<file path="src/sv/tbeq_pkg.sv">
// ----------------------------------------------------------------------------
// tbeq_pkg
// Types and constants shared by the touch and button event qualifier.
// ----------------------------------------------------------------------------
package tbeq_pkg;

    localparam int MASK_W   = 9;
    localparam int RAW_W    = 8;
    localparam int POINT_W  = 7;
    localparam int IDLE_W   = 12;
    localparam int LOCK_W   = 8;
    localparam int CFG_IDX_W  = 2;
    localparam int CFG_DATA_W = 12;
    localparam int MAX_RESULTS = 3;
    localparam int S_DATA_W = 32;
    localparam int M_DATA_W = 16;
    localparam int M_USER_W = 4;

    localparam logic [CFG_IDX_W-1:0] CFG_TOUCH_ENABLED     = 2'd0;
    localparam logic [CFG_IDX_W-1:0] CFG_SENSOR_LOCK_LIMIT = 2'd1;
    localparam logic [CFG_IDX_W-1:0] CFG_IDLE_LIMIT        = 2'd2;
    localparam logic [CFG_IDX_W-1:0] CFG_MOVE_THRESHOLD    = 2'd3;

    localparam logic [LOCK_W-1:0] RST_SENSOR_LOCK_LIMIT = 8'd80;
    localparam logic [IDLE_W-1:0] RST_IDLE_LIMIT        = 12'd1500;
    localparam logic [POINT_W-1:0] RST_MOVE_THRESHOLD   = 7'd3;

    typedef enum logic [2:0] {
        EV_BUTTON  = 3'd0,
        EV_DOWN    = 3'd1,
        EV_MOVE    = 3'd2,
        EV_UP      = 3'd3,
        EV_TIMEOUT = 3'd4
    } event_kind_t;

    typedef struct packed {
        logic               touch_enabled;
        logic [LOCK_W-1:0]  sensor_lock_limit;
        logic [IDLE_W-1:0]  idle_limit;
        logic [POINT_W-1:0] move_threshold;
    } cfg_t;

    typedef struct packed {
        logic               button_pressed;
        logic               read_ok;
        logic [MASK_W-1:0]  sensor_mask;
        logic [RAW_W-1:0]   raw_x;
        logic [RAW_W-1:0]   raw_y;
    } tick_t;

    typedef struct packed {
        event_kind_t        kind;
        logic               controller_reset;
        logic [POINT_W-1:0] point_x;
        logic [POINT_W-1:0] point_y;
    } result_t;

    typedef struct packed {
        result_t [MAX_RESULTS-1:0] items;
        logic [1:0]                count;
    } bundle_t;

endpackage

</file>
<file path="src/sv/tbeq_core.sv">
// ----------------------------------------------------------------------------
// tbeq_core
// Qualifier state and the single-pass evaluation of one poll tick.
// ----------------------------------------------------------------------------
module tbeq_core #(
    parameter int SENSOR_COUNT = 9
) (
    input  logic             aclk,
    input  logic             aresetn,
    input  tbeq_pkg::cfg_t   cfg,
    input  tbeq_pkg::tick_t  tick,
    input  logic             step,
    output tbeq_pkg::bundle_t bundle
);
    import tbeq_pkg::*;

    logic [LOCK_W-1:0]  sensor_cnt_reg  [SENSOR_COUNT];
    logic [LOCK_W-1:0]  sensor_cnt_next [SENSOR_COUNT];
    logic               first_touch_reg, first_touch_next;
    logic               button_prev_reg;
    logic               touch_prev_reg, touch_prev_next;
    logic [POINT_W-1:0] last_x_reg, last_x_next;
    logic [POINT_W-1:0] last_y_reg, last_y_next;
    logic [IDLE_W-1:0]  idle_count_reg, idle_count_next;

    logic [SENSOR_COUNT+MASK_W-1:0] mask_ext;
    assign mask_ext = {{SENSOR_COUNT{1'b0}}, tick.sensor_mask};

    always_comb begin
        logic [LOCK_W-1:0]  cnt_upd [SENSOR_COUNT];
        logic               touch_path;
        logic               trip;
        logic               valid;
        logic               moved;
        logic [POINT_W-1:0] px;
        logic [POINT_W-1:0] py;
        logic [POINT_W-1:0] dx;
        logic [POINT_W-1:0] dy;
        logic [IDLE_W-1:0]  idle_base;
        logic               fire;
        logic               touch_evt;
        result_t            touch_item;
        result_t            zero_item;
        logic [1:0]         n;

        touch_path = cfg.touch_enabled && tick.read_ok;
        trip = 1'b0;
        for (int i = 0; i < SENSOR_COUNT; i++) begin
            if (mask_ext[i]) begin
                cnt_upd[i] = sensor_cnt_reg[i] + 8'd1;
                if (cnt_upd[i] >= cfg.sensor_lock_limit) begin
                    trip = 1'b1;
                end
            end else begin
                cnt_upd[i] = '0;
            end
        end
        trip = trip && touch_path;

        px = ~tick.raw_x[POINT_W-1:0];
        py = ~tick.raw_y[POINT_W-1:0];
        valid = touch_path && !trip && (tick.sensor_mask != '0) && !first_touch_reg
            && !tick.raw_x[RAW_W-1] && !tick.raw_y[RAW_W-1];
        dx = (last_x_reg > px) ? last_x_reg - px : px - last_x_reg;
        dy = (last_y_reg > py) ? last_y_reg - py : py - last_y_reg;
        moved = (dx > cfg.move_threshold) || (dy > cfg.move_threshold);

        // touch slot
        touch_evt  = 1'b0;
        touch_item = '{kind: EV_UP, controller_reset: 1'b0,
                       point_x: last_x_reg, point_y: last_y_reg};
        if (trip) begin
            touch_evt = 1'b1;
            touch_item.controller_reset = 1'b1;
        end else if (valid) begin
            if (!touch_prev_reg || moved) begin
                touch_evt = 1'b1;
                touch_item.kind = touch_prev_reg ? EV_MOVE : EV_DOWN;
                touch_item.point_x = px;
                touch_item.point_y = py;
            end
        end else if (touch_prev_reg) begin
            touch_evt = 1'b1;
        end

        // idle timeout
        idle_base = (tick.button_pressed || valid) ? '0 : idle_count_reg;
        fire = 1'b0;
        if (idle_base < cfg.idle_limit) begin
            idle_count_next = idle_base + 12'd1;
            fire = (idle_count_next == cfg.idle_limit);
        end else begin
            idle_count_next = idle_base;
        end

        // compact results in order button, touch, timeout
        zero_item = '{kind: EV_BUTTON, controller_reset: 1'b0, point_x: '0, point_y: '0};
        bundle.items = '{default: zero_item};
        n = 2'd0;
        if (tick.button_pressed && !button_prev_reg) begin
            bundle.items[n] = zero_item;
            n = n + 2'd1;
        end
        if (touch_evt) begin
            bundle.items[n] = touch_item;
            n = n + 2'd1;
        end
        if (fire) begin
            bundle.items[n] = '{kind: EV_TIMEOUT, controller_reset: 1'b0,
                                point_x: '0, point_y: '0};
            n = n + 2'd1;
        end
        bundle.count = n;

        // next state
        for (int i = 0; i < SENSOR_COUNT; i++) begin
            if (touch_path) begin
                sensor_cnt_next[i] = trip ? '0 : cnt_upd[i];
            end else begin
                sensor_cnt_next[i] = sensor_cnt_reg[i];
            end
        end
        first_touch_next = first_touch_reg;
        if (touch_path) begin
            if (trip || tick.sensor_mask == '0) begin
                first_touch_next = 1'b1;
            end else begin
                first_touch_next = 1'b0;
            end
        end
        touch_prev_next = valid;
        last_x_next = last_x_reg;
        last_y_next = last_y_reg;
        if (valid && (!touch_prev_reg || moved)) begin
            last_x_next = px;
            last_y_next = py;
        end
    end

    always_ff @(posedge aclk) begin
        if (!aresetn) begin
            for (int i = 0; i < SENSOR_COUNT; i++) begin
                sensor_cnt_reg[i] <= '0;
            end
            first_touch_reg <= 1'b1;
            button_prev_reg <= 1'b0;
            touch_prev_reg  <= 1'b0;
            last_x_reg      <= '0;
            last_y_reg      <= '0;
            idle_count_reg  <= '0;
        end else if (step) begin
            for (int i = 0; i < SENSOR_COUNT; i++) begin
                sensor_cnt_reg[i] <= sensor_cnt_next[i];
            end
            first_touch_reg <= first_touch_next;
            button_prev_reg <= tick.button_pressed;
            touch_prev_reg  <= touch_prev_next;
            last_x_reg      <= last_x_next;
            last_y_reg      <= last_y_next;
            idle_count_reg  <= idle_count_next;
        end
    end

endmodule

</file>
<file path="src/sv/touch_button_event_qualifier.sv">
// ----------------------------------------------------------------------------
// touch_button_event_qualifier
// Turns poll ticks (button level, touch sensor mask, raw position) into
// button, touch down/move/up, controller reset and idle timeout events.
// ----------------------------------------------------------------------------
//  channel   direction  handshake               payload
//  s_*       in         s_tvalid / s_tready     tick: tdata
//  m_*       out        m_tvalid / m_tready     event: tdata, tuser, tlast
//  cfg_*     in         cfg_valid / cfg_ready   cfg_index, cfg_data
//
//  a tick is registered, evaluated combinationally into up to three events and
//  replayed one event per cycle while m_tready is high; events are offered from
//  the event register, which holds them until the last is taken, so the tick rate
//  is one per cycle for ticks with at most one event while m_tready is high
//  the input register takes the next tick while events still wait on m_tready
//  synchronous reset restores register defaults and clears all qualifier state;
//  s_tready and cfg_ready stay low while reset is asserted
// ----------------------------------------------------------------------------
module touch_button_event_qualifier #(
    parameter int SENSOR_COUNT = 9
) (
    input  logic                                aclk,
    input  logic                                aresetn,
    // [0] button_pressed, [1] read_ok, [10:2] sensor_mask,
    // [18:11] raw_x, [26:19] raw_y, [31:27] zero
    input  logic [tbeq_pkg::S_DATA_W-1:0]       s_tdata,
    input  logic                                s_tvalid,
    output logic                                s_tready,
    // [6:0] point_x, [13:7] point_y, [15:14] zero
    output logic [tbeq_pkg::M_DATA_W-1:0]       m_tdata,
    // [2:0] event_kind, [3] controller_reset
    output logic [tbeq_pkg::M_USER_W-1:0]       m_tuser,
    output logic                                m_tlast,
    output logic                                m_tvalid,
    input  logic                                m_tready,
    input  logic                                cfg_valid,
    output logic                                cfg_ready,
    input  logic [tbeq_pkg::CFG_IDX_W-1:0]      cfg_index,
    input  logic [tbeq_pkg::CFG_DATA_W-1:0]     cfg_data
);
    import tbeq_pkg::*;

    cfg_t    cfg_reg;
    logic    in_valid_reg;
    tick_t   in_tick_reg;
    logic    out_valid_reg;
    result_t [MAX_RESULTS-1:0] out_items_reg;
    logic [1:0] out_count_reg;
    logic [1:0] out_idx_reg;
    bundle_t bundle;
    result_t cur_item;
    logic    out_final;
    logic    bundle_free;
    logic    step;

    // configuration
    assign cfg_ready = aresetn;

    always_ff @(posedge aclk) begin
        if (!aresetn) begin
            cfg_reg.touch_enabled     <= 1'b1;
            cfg_reg.sensor_lock_limit <= RST_SENSOR_LOCK_LIMIT;
            cfg_reg.idle_limit        <= RST_IDLE_LIMIT;
            cfg_reg.move_threshold    <= RST_MOVE_THRESHOLD;
        end else if (cfg_valid && cfg_ready) begin
            unique case (cfg_index)
                CFG_TOUCH_ENABLED:     cfg_reg.touch_enabled     <= cfg_data[0];
                CFG_SENSOR_LOCK_LIMIT: cfg_reg.sensor_lock_limit <= cfg_data[LOCK_W-1:0];
                CFG_IDLE_LIMIT:        cfg_reg.idle_limit        <= cfg_data[IDLE_W-1:0];
                CFG_MOVE_THRESHOLD:    cfg_reg.move_threshold    <= cfg_data[POINT_W-1:0];
                default: ;
            endcase
        end
    end

    // input register
    assign cur_item    = out_items_reg[out_idx_reg];
    assign out_final   = (out_idx_reg == out_count_reg - 2'd1);
    assign bundle_free = !out_valid_reg || (m_tready && out_final);
    assign step        = in_valid_reg && bundle_free;
    assign s_tready    = aresetn && (!in_valid_reg || step);

    always_ff @(posedge aclk) begin
        if (!aresetn) begin
            in_valid_reg <= 1'b0;
        end else if (s_tready) begin
            in_valid_reg <= s_tvalid;
        end
    end

    always_ff @(posedge aclk) begin
        if (s_tvalid && s_tready) begin
            in_tick_reg.button_pressed <= s_tdata[0];
            in_tick_reg.read_ok        <= s_tdata[1];
            in_tick_reg.sensor_mask    <= s_tdata[10:2];
            in_tick_reg.raw_x          <= s_tdata[18:11];
            in_tick_reg.raw_y          <= s_tdata[26:19];
        end
    end

    tbeq_core #(
        .SENSOR_COUNT(SENSOR_COUNT)
    ) u_core (
        .aclk   (aclk),
        .aresetn(aresetn),
        .cfg    (cfg_reg),
        .tick   (in_tick_reg),
        .step   (step),
        .bundle (bundle)
    );

    // event register and replay
    always_ff @(posedge aclk) begin
        if (!aresetn) begin
            out_valid_reg <= 1'b0;
            out_count_reg <= '0;
            out_idx_reg   <= '0;
        end else if (step) begin
            out_valid_reg <= (bundle.count != 2'd0);
            out_count_reg <= bundle.count;
            out_idx_reg   <= '0;
        end else if (out_valid_reg && m_tready) begin
            if (out_final) begin
                out_valid_reg <= 1'b0;
            end else begin
                out_idx_reg <= out_idx_reg + 2'd1;
            end
        end
    end

    always_ff @(posedge aclk) begin
        if (step) begin
            out_items_reg <= bundle.items;
        end
    end

    assign m_tvalid = out_valid_reg;
    assign m_tlast  = out_final;
    assign m_tdata  = {2'b00, cur_item.point_y, cur_item.point_x};
    assign m_tuser  = {cur_item.controller_reset, cur_item.kind};

endmodule

</file>
<file path="config.mk">
export PLATFORM = sky130hd
export DESIGN_NAME = touch_button_event_qualifier
export DESIGN_NICKNAME = d
export VERILOG_FILES = /design/src/sv/tbeq_pkg.sv /design/src/sv/tbeq_core.sv /design/src/sv/touch_button_event_qualifier.sv
export SDC_FILE = /design/constraint.sdc
export NUM_CORES = 1
export LEC_CHECK = 0
export BUFFER_PORTS_ARGS = -buffer_cell sky130_fd_sc_hd__buf_2
export CORE_ASPECT_RATIO = 1.5
export CORE_MARGIN = 2
export CORE_UTILIZATION = 30
export CTS_CLUSTER_DIAMETER = 150
export CTS_CLUSTER_SIZE = 14
export DETAILED_ROUTE_END_ITERATION = 8
export HOLD_SLACK_MARGIN = 0.15
export PLACE_DENSITY = 0.54
export SLEW_MARGIN = 10
export SYNTH_ARGS = -nofsm -noshare
export SYNTH_HDL_FRONTEND = slang
export SYNTH_SLANG_ARGS = --single-unit
</file>
<file path="constraint.sdc">
create_clock -name aclk -period 10.9 [get_ports aclk]
set_input_delay 1.635 -clock aclk [delete_from_list [all_inputs] [get_ports aclk]]
set_output_delay 1.635 -clock aclk [all_outputs]
set_load 0.005 [all_outputs]
</file>
==> results, run 1 <==
- The number of antenna diodes in the final layout is 0.
- The cell area reported after detailed placement is 13,700 µm².
- The area growth from synthesis to layout is 11.4%.
- The number of setup buffers added after CTS is 0.
- Power spread over the standard cell area amounts to 118 nW/µm².
- The critical path goes through and3_1 > nand3_1 > nor2_1 > xor2_1 > ha_1 > a21oi_1 > o22ai_1 > nor4_2 > nand3_1 > or4_1 > and3_1 > ha_1 > o21a_1 > o2bb2ai_1 > and3_1 > o211ai_2 > nor4b_4 > nor4_1.
- The I/O pin count is 75.
- The average instance in the mapped netlist occupies 9.98 µm².
- The CTS tree is done.
- After routing the design area is 14,300 µm².
- The floorplan has 92 rows.
- The tightest hold path in the finished design has a slack of 466 ps.
- The number of hold buffers added after CTS was 0.
- In this run the worst path has a maximum fanout of 17.
- The initial detailed-routing violation count is 443.
- The count of input and output buffers is 67.
- The final critical path takes up 62.8% of the cycle.
- For this run, asynchronously set or reset flops after synthesis account for 0%.
- The post-synthesis cell area is 12,800 µm².
- The master cell of the clock root buffer is sky130_fd_sc_hd__clkbuf_16.
- The relative contribution of combinational cells to total power is 11.9%.
- The xor/xnor share of the synthesized area is 5.46%.
- Max-cap violations in this run came to 0.
- In the final routed layout, each cell accounts on average for 17.3 µm.
- The die covers 44,500 µm².
- The finished layout holds 1,905 standard cells, fillers aside.
- Setup repair after global routing left no endpoint under its margin.
- At the worst endpoint, the required time is 11,060 ps.
- The cell seen most often among critical-path stages is sky130_fd_sc_hd__and3_1.
- The total congestion overflow after global routing is 0.
- The total of flip-flops plus latches after synthesis is 199.
- Cell internal power was estimated by the tool at 0.00122 W.
- After routing, the total negative slack on setup checks comes to 0 ps.
- The post-detailed-routing wire length is 33,000 µm.
- For this design the static power due to leakage is 5.80 nW.
- The element type at the critical path start is a flip-flop.
- For this run, the slowest stage of the critical path takes 1070 ps.
- STA classifies the critical path endpoint as a flip-flop.
- In this run, flip-flops and latches consume 51.3% of the power.
- At the worst endpoint, the arrival time is 7000 ps.
- The clock sink total is 199.
- The actual transition at the worst max-transition pin is 1170 ps.
- For this run, design rule violations remaining after detail routing come to 0.
- The sum of net half-perimeters after detailed placement is 23,800 µm.
- After Yosys synthesis, full adders, half adders and majority gates account for 14.0% of the synthesized area.
- The clock latency at the later pin of the worst-skew pair is 460 ps.
- The number of global-route vias before repair is 9,762.
- The count of H-tree levels built during CTS is 4.
- Yosys printed 0 warnings.
- The synthesized netlist devotes 11.9% of its cell area to compound gates.
- The global-route usage over all layers is 15.1%.
- Summing over every cut layer, the via total after detailed routing is 9,631.
- The clock network power share is 36.9%.
- The clock period minus worst slack is 6840 ps.
- The run finished with clean final reports.
- The placeable core region is 42,100 µm².
- The number of nets at the end of the flow is 1,520.
- By area, the combinational part of the netlist is dominated by simple AND/OR/NAND/NOR gates.
- Net switching is 27.9% of the power.
- Clock skew on the completed layout was measured at 15.3 ps.
- The portion of the post-synthesis area used by sequential elements is 41.7%.
- Entering global routing, the biggest net connects 73 pins.
- On the critical path, the stage with the largest delay is an instance of sky130_fd_sc_hd__nor4b_4.
- Static timing analysis puts the maximum clock frequency at 146 MHz.
- After clock tree synthesis, the clock-pin slew on the worst setup and hold paths is 80 ps.
- By startpoint and endpoint, the worst setup path is classified as flip-flop to flip-flop.
- The number of iterations in the first detailed-routing pass is 4.
- The flip-flop count of the largest register, all copies and words added is 72.
- The placer's final routability congestion estimate is 0.824.
- The count of final setup violators is 0.
- The die is 257 µm tall.
- The number of enable flip-flop cells after synthesis is 136.
- The worst slew margin relative to its limit is 21.5%.
- The number of cells in the design after placement is 1,873.
- The total net switching power is 0.000472 W.
- The path category of the worst min-delay check is flip-flop to flip-flop.
- The number of antenna violations at the first check in global routing was 0.
- The final number of max-transition violations is 0.
- The worst-case IR drop observed on VDD is 0.000117 V.
- The count of endpoints failing hold in the final timing report is 0.
- The gate count after technology mapping is 1,286.
- The total power after layout is 0.00169 W.
- In the routed layout, each cell is associated on average with a via count of 5.06.
- The first global-routing pass estimated 52,900 µm of wire.
- The number of resized instances in the post-cts repair step is 0.
- In the synthesized netlist, mux cells make up 3.67% of the area.
- The post-route netlist has 10.1% of its cells at a drive strength greater than 1.
- The deepest clock path buffer count is 2.
- After Yosys synthesis, and, or, nand and nor cells account for 19.3% of the synthesized area.
- The count of different cell masters after synthesis is 70.
- The most used flip-flop cell after synthesis is sky130_fd_sc_hd__edfxtp_1.
- In this run, CTS created clock tree buffers numbering 17.
- The initial standard-cell utilization of the core is 30.5%.
- The die outline width is 173 µm.
- Once detail routing completed, the nets flagged for antenna violations numbered 0.
==> cells in the mapped netlist (3+ instances only) <==
cell                       instances  share of area [%]
sky130_fd_sc_hd__ha_1            137                 13
sky130_fd_sc_hd__edfxtp_1        136                 32
sky130_fd_sc_hd__nand2_1         106                3.1
sky130_fd_sc_hd__nor2_1           92                2.7
sky130_fd_sc_hd__and3_1           91                4.4
sky130_fd_sc_hd__inv_1            68                2.0
sky130_fd_sc_hd__dfxtp_1          63                9.8
sky130_fd_sc_hd__nand3_1          56                2.2
sky130_fd_sc_hd__a21oi_1          48                1.9
sky130_fd_sc_hd__mux2i_1          47                3.7
sky130_fd_sc_hd__clkbuf_1         43                1.3
sky130_fd_sc_hd__xnor2_1          42                2.9
sky130_fd_sc_hd__o21ai_0          41                1.6
sky130_fd_sc_hd__nor4_1           39                1.9
sky130_fd_sc_hd__xor2_1           38                2.6
sky130_fd_sc_hd__a21boi_0         31                1.8
sky130_fd_sc_hd__o21a_1           26                1.5
sky130_fd_sc_hd__o211ai_1         17               0.99
sky130_fd_sc_hd__nor2b_1          16               0.78
sky130_fd_sc_hd__a21o_1           12               0.70
sky130_fd_sc_hd__nand4_1          12               0.59
sky130_fd_sc_hd__nor3_1           12               0.47
sky130_fd_sc_hd__o22ai_1          10               0.49
sky130_fd_sc_hd__nand2b_1          7               0.34
sky130_fd_sc_hd__nand3b_1          7               0.41
sky130_fd_sc_hd__buf_4             6               0.35
sky130_fd_sc_hd__nor3b_1           6               0.35
sky130_fd_sc_hd__o31ai_1           6               0.35
sky130_fd_sc_hd__or4_1             5               0.29
sky130_fd_sc_hd__a31oi_1           4               0.20
sky130_fd_sc_hd__and2_1            4               0.20
sky130_fd_sc_hd__fa_1              4               0.62
sky130_fd_sc_hd__o22a_1            4               0.27
sky130_fd_sc_hd__buf_2             3               0.12
sky130_fd_sc_hd__clkinv_1          3              0.088
==> layout make-up <==
type	instances	area, µm²
inverters	71	267
repair buffers	79	425
well taps	564	706
multi-input cells	960	6990
flip-flops and latches	199	5350
clock inverters	15	130
clock buffers	17	425
fillers	4331	27800
==> metal layers <==
metal	global-route usage, %	wire length, µm	vias to the layer above
met3	2.13	749	55
li1	-	-	4766
met5	0	0	-
met1	16.3	13200	4646
met2	28.6	17800	164
met4	7.06	1250	0
==> logic make-up (layout without fill, tap and decap cells) <==
logic type / Yosys count / in the layout
fa+ha+maj: 141 / 141
other cells: 1 / 2
compound gates: 224 / 224
flops: 199 / 199
simple gates: 466 / 466
xor+xnor: 80 / 80
mux: 47 / 47
buf+inv: 128 / 182
==> through the flow <==
| step | setup WS, ps | util (%) |
|---|---|---|
| final | 4060 | 33.9 |
| after global placement | 4080 | 32.6 |
| after CTS | 4000 | 33.9 |
| after floorplan | 2950 | - |
| after detailed placement | 4040 | 32.6 |
| after global routing | 3520 | 33.9 |
==> power by group through the flow <==
stage / sequential (W) / clock (W) / combinational, W
final: 0.000867 / 0.000623 / 0.000200
after global routing: 0.000871 / 0.000670 / 0.000229
after CTS: 0.000867 / 0.000643 / 0.000203
after detailed placement: 0.000884 / 0 / 0.000202
after global placement: 0.000883 / 0 / 0.000197
after floorplan: 0.000877 / 0 / 0.000140
==> layout by cell type (no fill, tap or decap), types with 10 or more instances in the layout <==
cell type                   instances
sky130_fd_sc_hd__o211ai_1          17
sky130_fd_sc_hd__nand4_1           12
sky130_fd_sc_hd__o21a_1            26
sky130_fd_sc_hd__nor4_1            39
sky130_fd_sc_hd__o21ai_0           40
sky130_fd_sc_hd__edfxtp_1         136
sky130_fd_sc_hd__nor3_1            12
sky130_fd_sc_hd__nand3_1           56
sky130_fd_sc_hd__nor2b_1           16
sky130_fd_sc_hd__ha_1             137
sky130_fd_sc_hd__inv_1             68
sky130_fd_sc_hd__a21boi_0          31
sky130_fd_sc_hd__dfxtp_1           63
sky130_fd_sc_hd__o22ai_1           10
sky130_fd_sc_hd__nor2_1            91
sky130_fd_sc_hd__xor2_1            38
sky130_fd_sc_hd__clkbuf_16         17
sky130_fd_sc_hd__xnor2_1           42
sky130_fd_sc_hd__nand2_1          106
sky130_fd_sc_hd__and3_1            90
sky130_fd_sc_hd__a21oi_1           48
sky130_fd_sc_hd__buf_2             67
sky130_fd_sc_hd__buf_4             12
sky130_fd_sc_hd__mux2i_1           47
sky130_fd_sc_hd__a21o_1            12
==> path summary, 6_finish.rpt <==
path	from	to	slack, ps	depth (start not counted)
max reg2reg	u_core.sensor_cnt_reg[0][48]	out_items_reg[34]	4060	18
min reg2reg	cfg_reg[24]	cfg_reg[24]	470	2
min	cfg_reg[24]	cfg_reg[24]	470	2
max	u_core.sensor_cnt_reg[0][48]	out_items_reg[34]	4060	18
==> critical path, delay by kind of cell, from the launching register on <==
kind | cells | cell delay, ps
DFF | 1 | 440
xor gates and xnor gates | 1 | 210
and+or+nand+nor | 10 | 3760
adders and majority gates | 2 | 550
AOI/OAI and AO/OA | 5 | 1570
Power figures use the tool's default switching activity.
==> run 2: changes to the inputs <==
ABC_AREA = 1   (was not set)
clock period = 7.2 ns   (was 10.9 ns; I/O delays follow)
==> run 2 against run 1 <==
Power increased by 57%. Final cell count is 11% higher. Count of clock-buffer cells in the layout unchanged. Area after synthesis down 2.3%. First-iteration DRC count fell by 9.5%. Via count rose by 3.7%. Synthesized cell count grew 15%. Die area is 2.2% lower. Non-clock buffer count decreased by 3. Critical path depth is 16 higher. Core utilization increased by 0.41 points.
==> results, run 2 <==
- The run finished with clean final reports.
- The number of violations of the max-capacitance limit is 0.
- Yosys printed 0 warnings.
- Yosys attributes the largest share of cell area to sky130_fd_sc_hd__edfxtp_1 33%, sky130_fd_sc_hd__ha_1 14%, sky130_fd_sc_hd__dfxtp_1 10%, sky130_fd_sc_hd__nor2_1 6.6%, sky130_fd_sc_hd__inv_1 6.5%.
- Of all nets on the critical path, the largest fanout is 16.
- The clock network power share is 38.3%.
- The total via count in the routed design is 9,987.
- At the worst endpoint, the arrival time is 6280 ps.
- The clock skew after layout is 13.0 ps.
- The actual transition at the worst max-transition pin is 1110 ps.
- The count of different cell masters after synthesis is 53.
- The relative contribution of combinational cells to total power is 12.4%.
- sky130_fd_sc_hd__nor2_1 is the most common cell in the netlist.
- The number of clock buffers added by TritonCTS is 17.
- Setup violations remaining at the end of the flow were counted as 0.
- The total number of placement rows is 91.
- The worst setup path is captured at a flip-flop.
- In the layout the commonest cells are 217 x sky130_fd_sc_hd__nor2_1, 216 x sky130_fd_sc_hd__inv_1, 200 x sky130_fd_sc_hd__nand2_1, 137 x sky130_fd_sc_hd__ha_1, 136 x sky130_fd_sc_hd__edfxtp_1.
- The die is 254 µm tall.
- Across every metal layer, demand over resource in global routing totals 14.9%.
- The placer's final routability congestion estimate is 0.866.
- The cell with the largest stage delay on the worst path is sky130_fd_sc_hd__o211ai_4.
- With fillers left out, the area of the finished cells amounts to 14,100 µm².
- The number of fill cells in the layout is 4,366.
- The number of iterations in the first detailed-routing pass is 4.
- In this run the deepest clock path goes through 2 buffers.
- The floorplan die area is 43,500 µm².
- On the final layout, the worst hold slack is 485 ps.
- Setup repair after global routing left no endpoint under its margin.
- The total of hold buffers inserted after clock tree synthesis is 0.
- The final number of max-transition violations is 0.
- The count of input and output buffers is 67.
- After clock tree synthesis, the setup repair step added 0 buffers.
- The proportion of register bits with asynchronous set or reset after synthesis is 0%.
- The synthesized netlist devotes 20.1% of its cell area to simple gates.
- The cell area reported after detailed placement is 13,500 µm².
- The number of global-route vias before repair is 9,969.
- At the worst endpoint, the required time is 7400 ps.
- The number of DRC violations after detailed routing is 0.
- 75 I/O pins were placed.
- The internal power of the cells totals 0.00192 W.
- Yosys mapped a number of flops with a built-in enable equal to 136.
- The initial standard-cell utilization of the core is 30.4%.
- The register with the most flip-flops in the layout has 72 of them.
- In this run switching power makes up 27.6% of total power.
- The total of flip-flops plus latches after synthesis is 199.
- The total area inside the core boundary comes to 41,200 µm².
- The die outline width is 171 µm.
- Among all flip-flop cells after synthesis, the most frequent one is sky130_fd_sc_hd__edfxtp_1.
- The master cell of the clock root buffer is sky130_fd_sc_hd__clkbuf_16.
- In this run the cell area of the synthesized design comes to 12,500 µm².
- In this run the power density over the cells is 187 nW/µm².
- Sequential cells were found to cover 42.6% of the synthesized design area.
- The total power after layout is 0.00265 W.
- In this run the power spent charging and discharging nets is 0.000730 W.
- The signed area change from the synthesized netlist to the final layout is 12.9%.
- The leakage component of the power is 6.33 nW.
- Global routing finished with a remaining overflow of 0.
- The number of nets at the end of the flow is 1,739.
- The most area-hungry cell type in the Yosys netlist is sky130_fd_sc_hd__edfxtp_1.
- The part of the cycle the worst path needs is 84.6%.
- The element type at the critical path start is a flip-flop.
- The CTS tree is done.
- The final layout contains routed wiring with a total length of 31,200 µm.
- The post-synthesis average cell area is 8.48 µm².
- In this run the remaining antenna-violating nets after routing total 0.
- The type of the worst setup path is flip-flop to flip-flop.
- The number of antenna violations at the first check in global routing is 0.
- The count of H-tree levels built during CTS is 4.
- The maximum number of pins on one net before global-route repair is 74.
- Clock-pin slew was measured on the worst setup and hold paths at 80 ps.
- Across the VDD grid, the largest voltage drop is 0.000149 V.
- The initial detailed-routing violation count is 401.
- The commonest cells after synthesis are 219 x sky130_fd_sc_hd__nor2_1, 216 x sky130_fd_sc_hd__inv_1, 200 x sky130_fd_sc_hd__nand2_1.
- The path category of the worst min-delay check is flip-flop to flip-flop.
- Based on the critical path, the design can be clocked at up to 164 MHz.
- The gate count after technology mapping is 1,478.
- Of the total synthesized cell area, the portion taken by full adders, half adders and majority gates is 14.3%.
- After Yosys synthesis, XOR and XNOR cells account for 3.14% of the synthesized area.
- The worst slew margin relative to its limit is 26.0%.
- Registers are responsible for 49.3% of the overall power.
- The clock latency at the later pin of the worst-skew pair is 460 ps.
- The first-pass GRT wire length is 50,200 µm.
- By instance count, the cell type seen most on the critical path is sky130_fd_sc_hd__nand2_1.
- The synthesized-area fraction occupied by ao, oa, aoi and oai cells is 11.4%.
- The clock period minus worst slack is 6090 ps.
- The largest single stage delay on the critical path is 530 ps.
- In the routed layout, each cell is associated on average with a via count of 4.72.
- After legalization and detailed placement, the total HPWL measured 23,200 µm.
- The most frequent standard cell in the layout excluding fill and tap cells is sky130_fd_sc_hd__nor2_1.
- Adding up every negative setup slack in the final design gives 0 ps.
- The share of synthesized area spent on multiplexers is 0.749%.
- Cells with a size suffix above 1 make up 9.04% of the layout.
- The clock sink total is 199.
- The count of endpoints failing hold in the final timing report is 0.
- After synthesis, the largest area contributor takes up 32.6% of total cell area.
- After synthesis, the largest family of logic cells by area is simple AND/OR/NAND/NOR gates.
- The mean routed wirelength per cell is 14.7 µm.
- The number of resized instances in the post-cts repair step is 0.
==> run 2: cell count changes after synthesis, moves of 22 or more <==
cell                       delta
sky130_fd_sc_hd__xnor2_1     -39
sky130_fd_sc_hd__o21ai_0     +64
sky130_fd_sc_hd__a21boi_0    -31
sky130_fd_sc_hd__nor4_1      -37
sky130_fd_sc_hd__and3_1      -90
sky130_fd_sc_hd__nand2_1     +94
sky130_fd_sc_hd__a21oi_1     +51
sky130_fd_sc_hd__clkbuf_1    -22
sky130_fd_sc_hd__mux2i_1     -41
sky130_fd_sc_hd__nor2_1     +127
sky130_fd_sc_hd__inv_1      +148
==> run 2: power groups by stage <==
stage | Clock (W) | Combinational (W) | Sequential (W)
final | 0.00102 | 0.000327 | 0.00131
after global routing | 0.00107 | 0.000380 | 0.00131
after CTS | 0.00104 | 0.000332 | 0.00131
after detailed placement | 0 | 0.000330 | 0.00133
after global placement | 0 | 0.000322 | 0.00133
after floorplan | 0 | 0.000229 | 0.00132
==> run 2: metrics by stage <==
step                      utilization [%]  worst slack, ps  std cells
after floorplan                         -             1830       1479
after global placement               32.8             1190       2086
after detailed placement             32.8             1140       2086
after CTS                            34.3             1120       2117
after global routing                 34.3              547       2117
final                                34.3             1110       2118
==> run 2: worst paths after layout <==
kind,cells past startpoint,end,slack [ps],from
hold / removal,2,m_tvalid,490,in_valid_reg
hold reg to reg,2,m_tvalid,490,in_valid_reg
setup / recovery,34,out_items_reg[1],1110,u_core.sensor_cnt_reg[0][56]
setup reg to reg,34,out_items_reg[1],1110,u_core.sensor_cnt_reg[0][56]
==> run 2: cells by family after synthesis <==
family / count (synthesis)
flip-flops: 199
other: 1
adder cells (fa/ha/maj): 141
XOR/XNOR: 45
AO/OA/AOI/OAI: 258
buffers and inverters: 249
multiplexers: 9
AND/OR/NAND/NOR: 576
==> run 2: per-layer routing <==
layer	vias to the layer above	global-route usage (%)	share of wire, %
met1	4650	16.6	41
met2	161	27.6	52
li1	5120	-	-
met4	0	7.02	3.5
met3	56	2.11	3.2
met5	-	0	0
==> run 2: layout make-up <==
class	instances	area [µm²]	area share, %
inverters	222	833	5.89
diodes	1	2.50	0.0177
multi-input cells	1031	6260	44.2
well taps	558	698	4.93
flip-flops and latches	199	5350	37.8
clock inverters	14	183	1.29
repair buffers	76	403	2.85
clock buffers	17	425	3.01
==> run 2: worst max-delay path, delay by kind of cell, from the launching register on <==
family          cells  cell delay [ps]
simple gates       22             2970
compound gates      4              980
buf+inv             5              660
fa+ha+maj           2              570
flops               1              420
xor+xnor            1              210
==> run 3: changes to the inputs <==
PLACE_DENSITY = 0.56   (was 0.54)
clock period = 5.5 ns   (was 7.2 ns; I/O delays follow)
==> run 3 against run 2 <==
Wire length rose by 0.20%. Maximum frequency up 19%. Critical path type unchanged. Non-clock buffer count grew 44. Design area increased by 3.6%. Register-to-register slack worse by 740 ps. Sequential share of layout area shrank 1.3 points. Power grew 29%. Core utilization grew 1.2 points. Via count increased by 1.1%.
==> results, run 3 (synthesized netlist as in run 2, its figures left out) <==
- The run finished with clean final reports.
- Clock tree synthesis inserted a total of 17 buffers.
- Of the total power, the share spent switching nets is 28.4%.
- The floorplan has 91 rows.
- TritonCTS built the clock tree.
- The first-pass GRT wire length is 49,200 µm.
- The detailed router put a total of 12,900 µm of wire on met1.
- Summed over all nets, the switching power comes to 0.000966 W.
- For this design the static power due to leakage is 6.56 nW.
- Sequential cells burn 50.2% of the power.
- Per report_power, the clock group accounts for 36.4% of the total.
- Input and output buffers added on the ports amount to 67.
- The area used by multi-input combinational logic is 6440 µm².
- Tracing the worst setup path back leads to its startpoint at u_core.sensor_cnt_reg[0][8].
- The clock passes through at most 2 buffers.
- The worst setup slack for register-to-register paths is 370 ps.
- The kind of capture point of the worst setup path is a flip-flop.
- The clock period minus worst slack is 5130 ps.
- The element type at the critical path start is a flip-flop.
- The final instance area is 14,700 µm².
- Counting tap cells, the placed design contains a total of 2,108 instances.
- In the layout the commonest cells are 213 x sky130_fd_sc_hd__inv_1, 212 x sky130_fd_sc_hd__nor2_1, 196 x sky130_fd_sc_hd__nand2_1, 136 x sky130_fd_sc_hd__edfxtp_1, 133 x sky130_fd_sc_hd__ha_1.
- The total congestion overflow after global routing is 0.
- The number of antenna violations at the first check in global routing is 0.
- The final number of max-transition violations is 0.
- The maximum number of pins on one net before global-route repair is 74.
- The initial detailed-routing violation count is 439.
- The clock skew after layout is 16.4 ps.
- The die outline width is 171 µm.
- Global routing consumed, over all layers together, 14.5% of the routing resources.
- The count of endpoints failing hold in the final timing report is 0.
- The met3 wire length is 884 µm.
- In this run the top signal layer used is met4.
- For the pin with the worst max-slew slack, the measured transition is 987 ps.
- After clock tree synthesis, the clock-pin slew on the worst setup and hold paths is 80 ps.
- For this design the top-level I/O count stands at 75.
- For this run, the detailed router's first-pass iteration total came to 6.
- In this run the standard cell core region covers 41,200 µm².
- The delay of the slowest cell on the worst path is 380 ps.
- The mean routed wirelength per cell is 14.5 µm.
- Along the worst path, the maximum fanout reaches 8.
- The total power after layout is 0.00340 W.
- The H-tree was split into 4 levels.
- The clock drives 199 sinks.
- In this run the critical register-to-register path is launched from u_core.sensor_cnt_reg[0][8].
- Across the VDD grid, the largest voltage drop is 0.000226 V.
- The cell area reported after detailed placement is 13,700 µm².
- The setup path with the least slack is of type flip-flop to flip-flop.
- The final critical path takes up 93.3% of the cycle.
- The number of cells on the worst reg-to-reg path is 36.
- The total of hold buffers inserted after clock tree synthesis is 0.
- The routed length on met2 is 16,600 µm.
- Timing analysis after detailed placement gives a worst setup slack of 269 ps.
- The initial standard-cell utilization of the core is 30.4%.
- The number of DRC violations after detailed routing is 0.
- The post-detailed-routing wire length is 31,300 µm.
- Counting stages on the worst path, the most repeated cell is sky130_fd_sc_hd__nand2_1.
- The sum of net half-perimeters after detailed placement is 23,200 µm.
- The ratio of total power to cell area is 232 nW/µm².
- The signed area change from the synthesized netlist to the final layout is 17.0%.
- The number of antenna diodes in the final layout is 0.
- The fraction of final layout cells sized beyond drive strength 1 is 13.8%.
- Leaving out filler cells and counting taps, the final layout contains 2,163.
- The number of global-route vias before repair is 10,000.
- The worst path meets setup with 368 ps of slack.
- Using the TritonRoute via totals, the vias-per-cell ratio works out to 4.67.
- In this run the worst setup path terminates at out_items_reg[0].
- Across the whole layout, storage elements account for 5350 µm².
- Timing would allow up to 195 MHz.
- At the end of the flow, the number of nets in the layout was 1,784.
- The worst path arrival time is 5340 ps.
- The capture instance of the worst register-to-register path is out_items_reg[0].
- Headroom to the max-slew limit came out at 34.2%.
- The path category of the worst min-delay check is flip-flop to flip-flop.
- The internal power of the cells totals 0.00244 W.
- Setup violations remaining at the end of the flow were counted as 0.
- The vertical extent of the die is 254 µm.
- The count of antenna-violating nets left after detailed routing is 0.
- At the worst endpoint, the required time is 5710 ps.
- The flip-flop count of the largest register, all copies and words added is 72.
- Counting the fill cells in the layout gives 4,351.
- The most frequent standard cell in the layout excluding fill and tap cells is sky130_fd_sc_hd__inv_1.
- Clock tree synthesis selected as its root buffer the cell sky130_fd_sc_hd__clkbuf_16.
- The later pin in the worst-skew pair is clocked with a latency of 470 ps.
- Combinational logic burns 13.4% of the power.
- Routability-driven placement finished with a final weighted congestion of 0.876.
- The die covers 43,500 µm².
- For this block, the via count after detailed routing is 10,100.
- Across the run, the number of max-cap violations was 0.
- The cell with the largest stage delay on the worst path is sky130_fd_sc_hd__edfxtp_1.
-- run 3: cell count changes in the layout (fill, tap and decap cells not counted), sizes merged --
cell,delta
clkinv,+1
nand2,+1
clkinvlp,+2
clkbuf,+1
diode,-1
bufinv,-2
buf,+43
-- run 3: what timing repair did --
item,CTS,global route
setup buffers,0,21
gates resized for setup,0,42
setup endpoints to repair,0,37
-- run 3: layout make-up --
type / instances / share of cell area, %
clock buffer: 17 / 2.90
tap: 558 / 4.76
timing repair buffer: 120 / 5.34
clock inverter: 15 / 0.939
inverter: 222 / 5.68
sequential: 199 / 36.5
multi-input combinational: 1032 / 43.9
-- run 3: per-layer routing --
layer,vias to the layer above,global-route usage [%]
met4,0,5.42
met5,-,0
li1,5194,-
met1,4719,15.7
met3,35,2.76
met2,145,27.8
-- run 3: power by group through the flow --
| stage | Clock (W) | Combinational [W] | Sequential [W] |
|---|---|---|---|
| CTS | 0.00127 | 0.000441 | 0.00171 |
| global route | 0.00132 | 0.000524 | 0.00172 |
| global placement | 0 | 0.000429 | 0.00174 |
| floorplan | 0 | 0.000300 | 0.00173 |
| finish | 0.00124 | 0.000456 | 0.00171 |
| detailed placement | 0 | 0.000439 | 0.00174 |
-- run 3: worst max-delay path: cells and delay by family, from the launching register on --
kind | cells | cell delay, ps
xor gates and xnor gates | 1 | 180
adders and majority gates | 2 | 580
buffers and inverters | 5 | 430
DFF | 1 | 380
and+or+nand+nor | 25 | 2750
AOI/OAI and AO/OA | 3 | 540
-- run 3: worst min-delay path by stage --
stage                                   start                        end  slack, ps  cells after the start
finish                         in_tick_reg[0]       u_core.last_y_reg[0]        480                      1
global route        u_core.idle_count_reg[11]  u_core.idle_count_reg[11]        500                      2
CTS                            in_tick_reg[0]       u_core.last_y_reg[0]        480                      1
detailed placement               in_valid_reg                   m_tvalid        470                      2
global placement                 in_valid_reg                   m_tvalid        460                      2
floorplan                         cfg_reg[27]                cfg_reg[27]        440                      2
-- run 3: through the flow --
step | util [%] | setup TNS, ps | hold slack, ps
after floorplan | - | 0 | 444
after global placement | 33.3 | 0 | 459
after detailed placement | 33.3 | 0 | 474
after CTS | 34.7 | 0 | 480
after global routing | 35.6 | -1030 | 501
final | 35.6 | 0 | 482
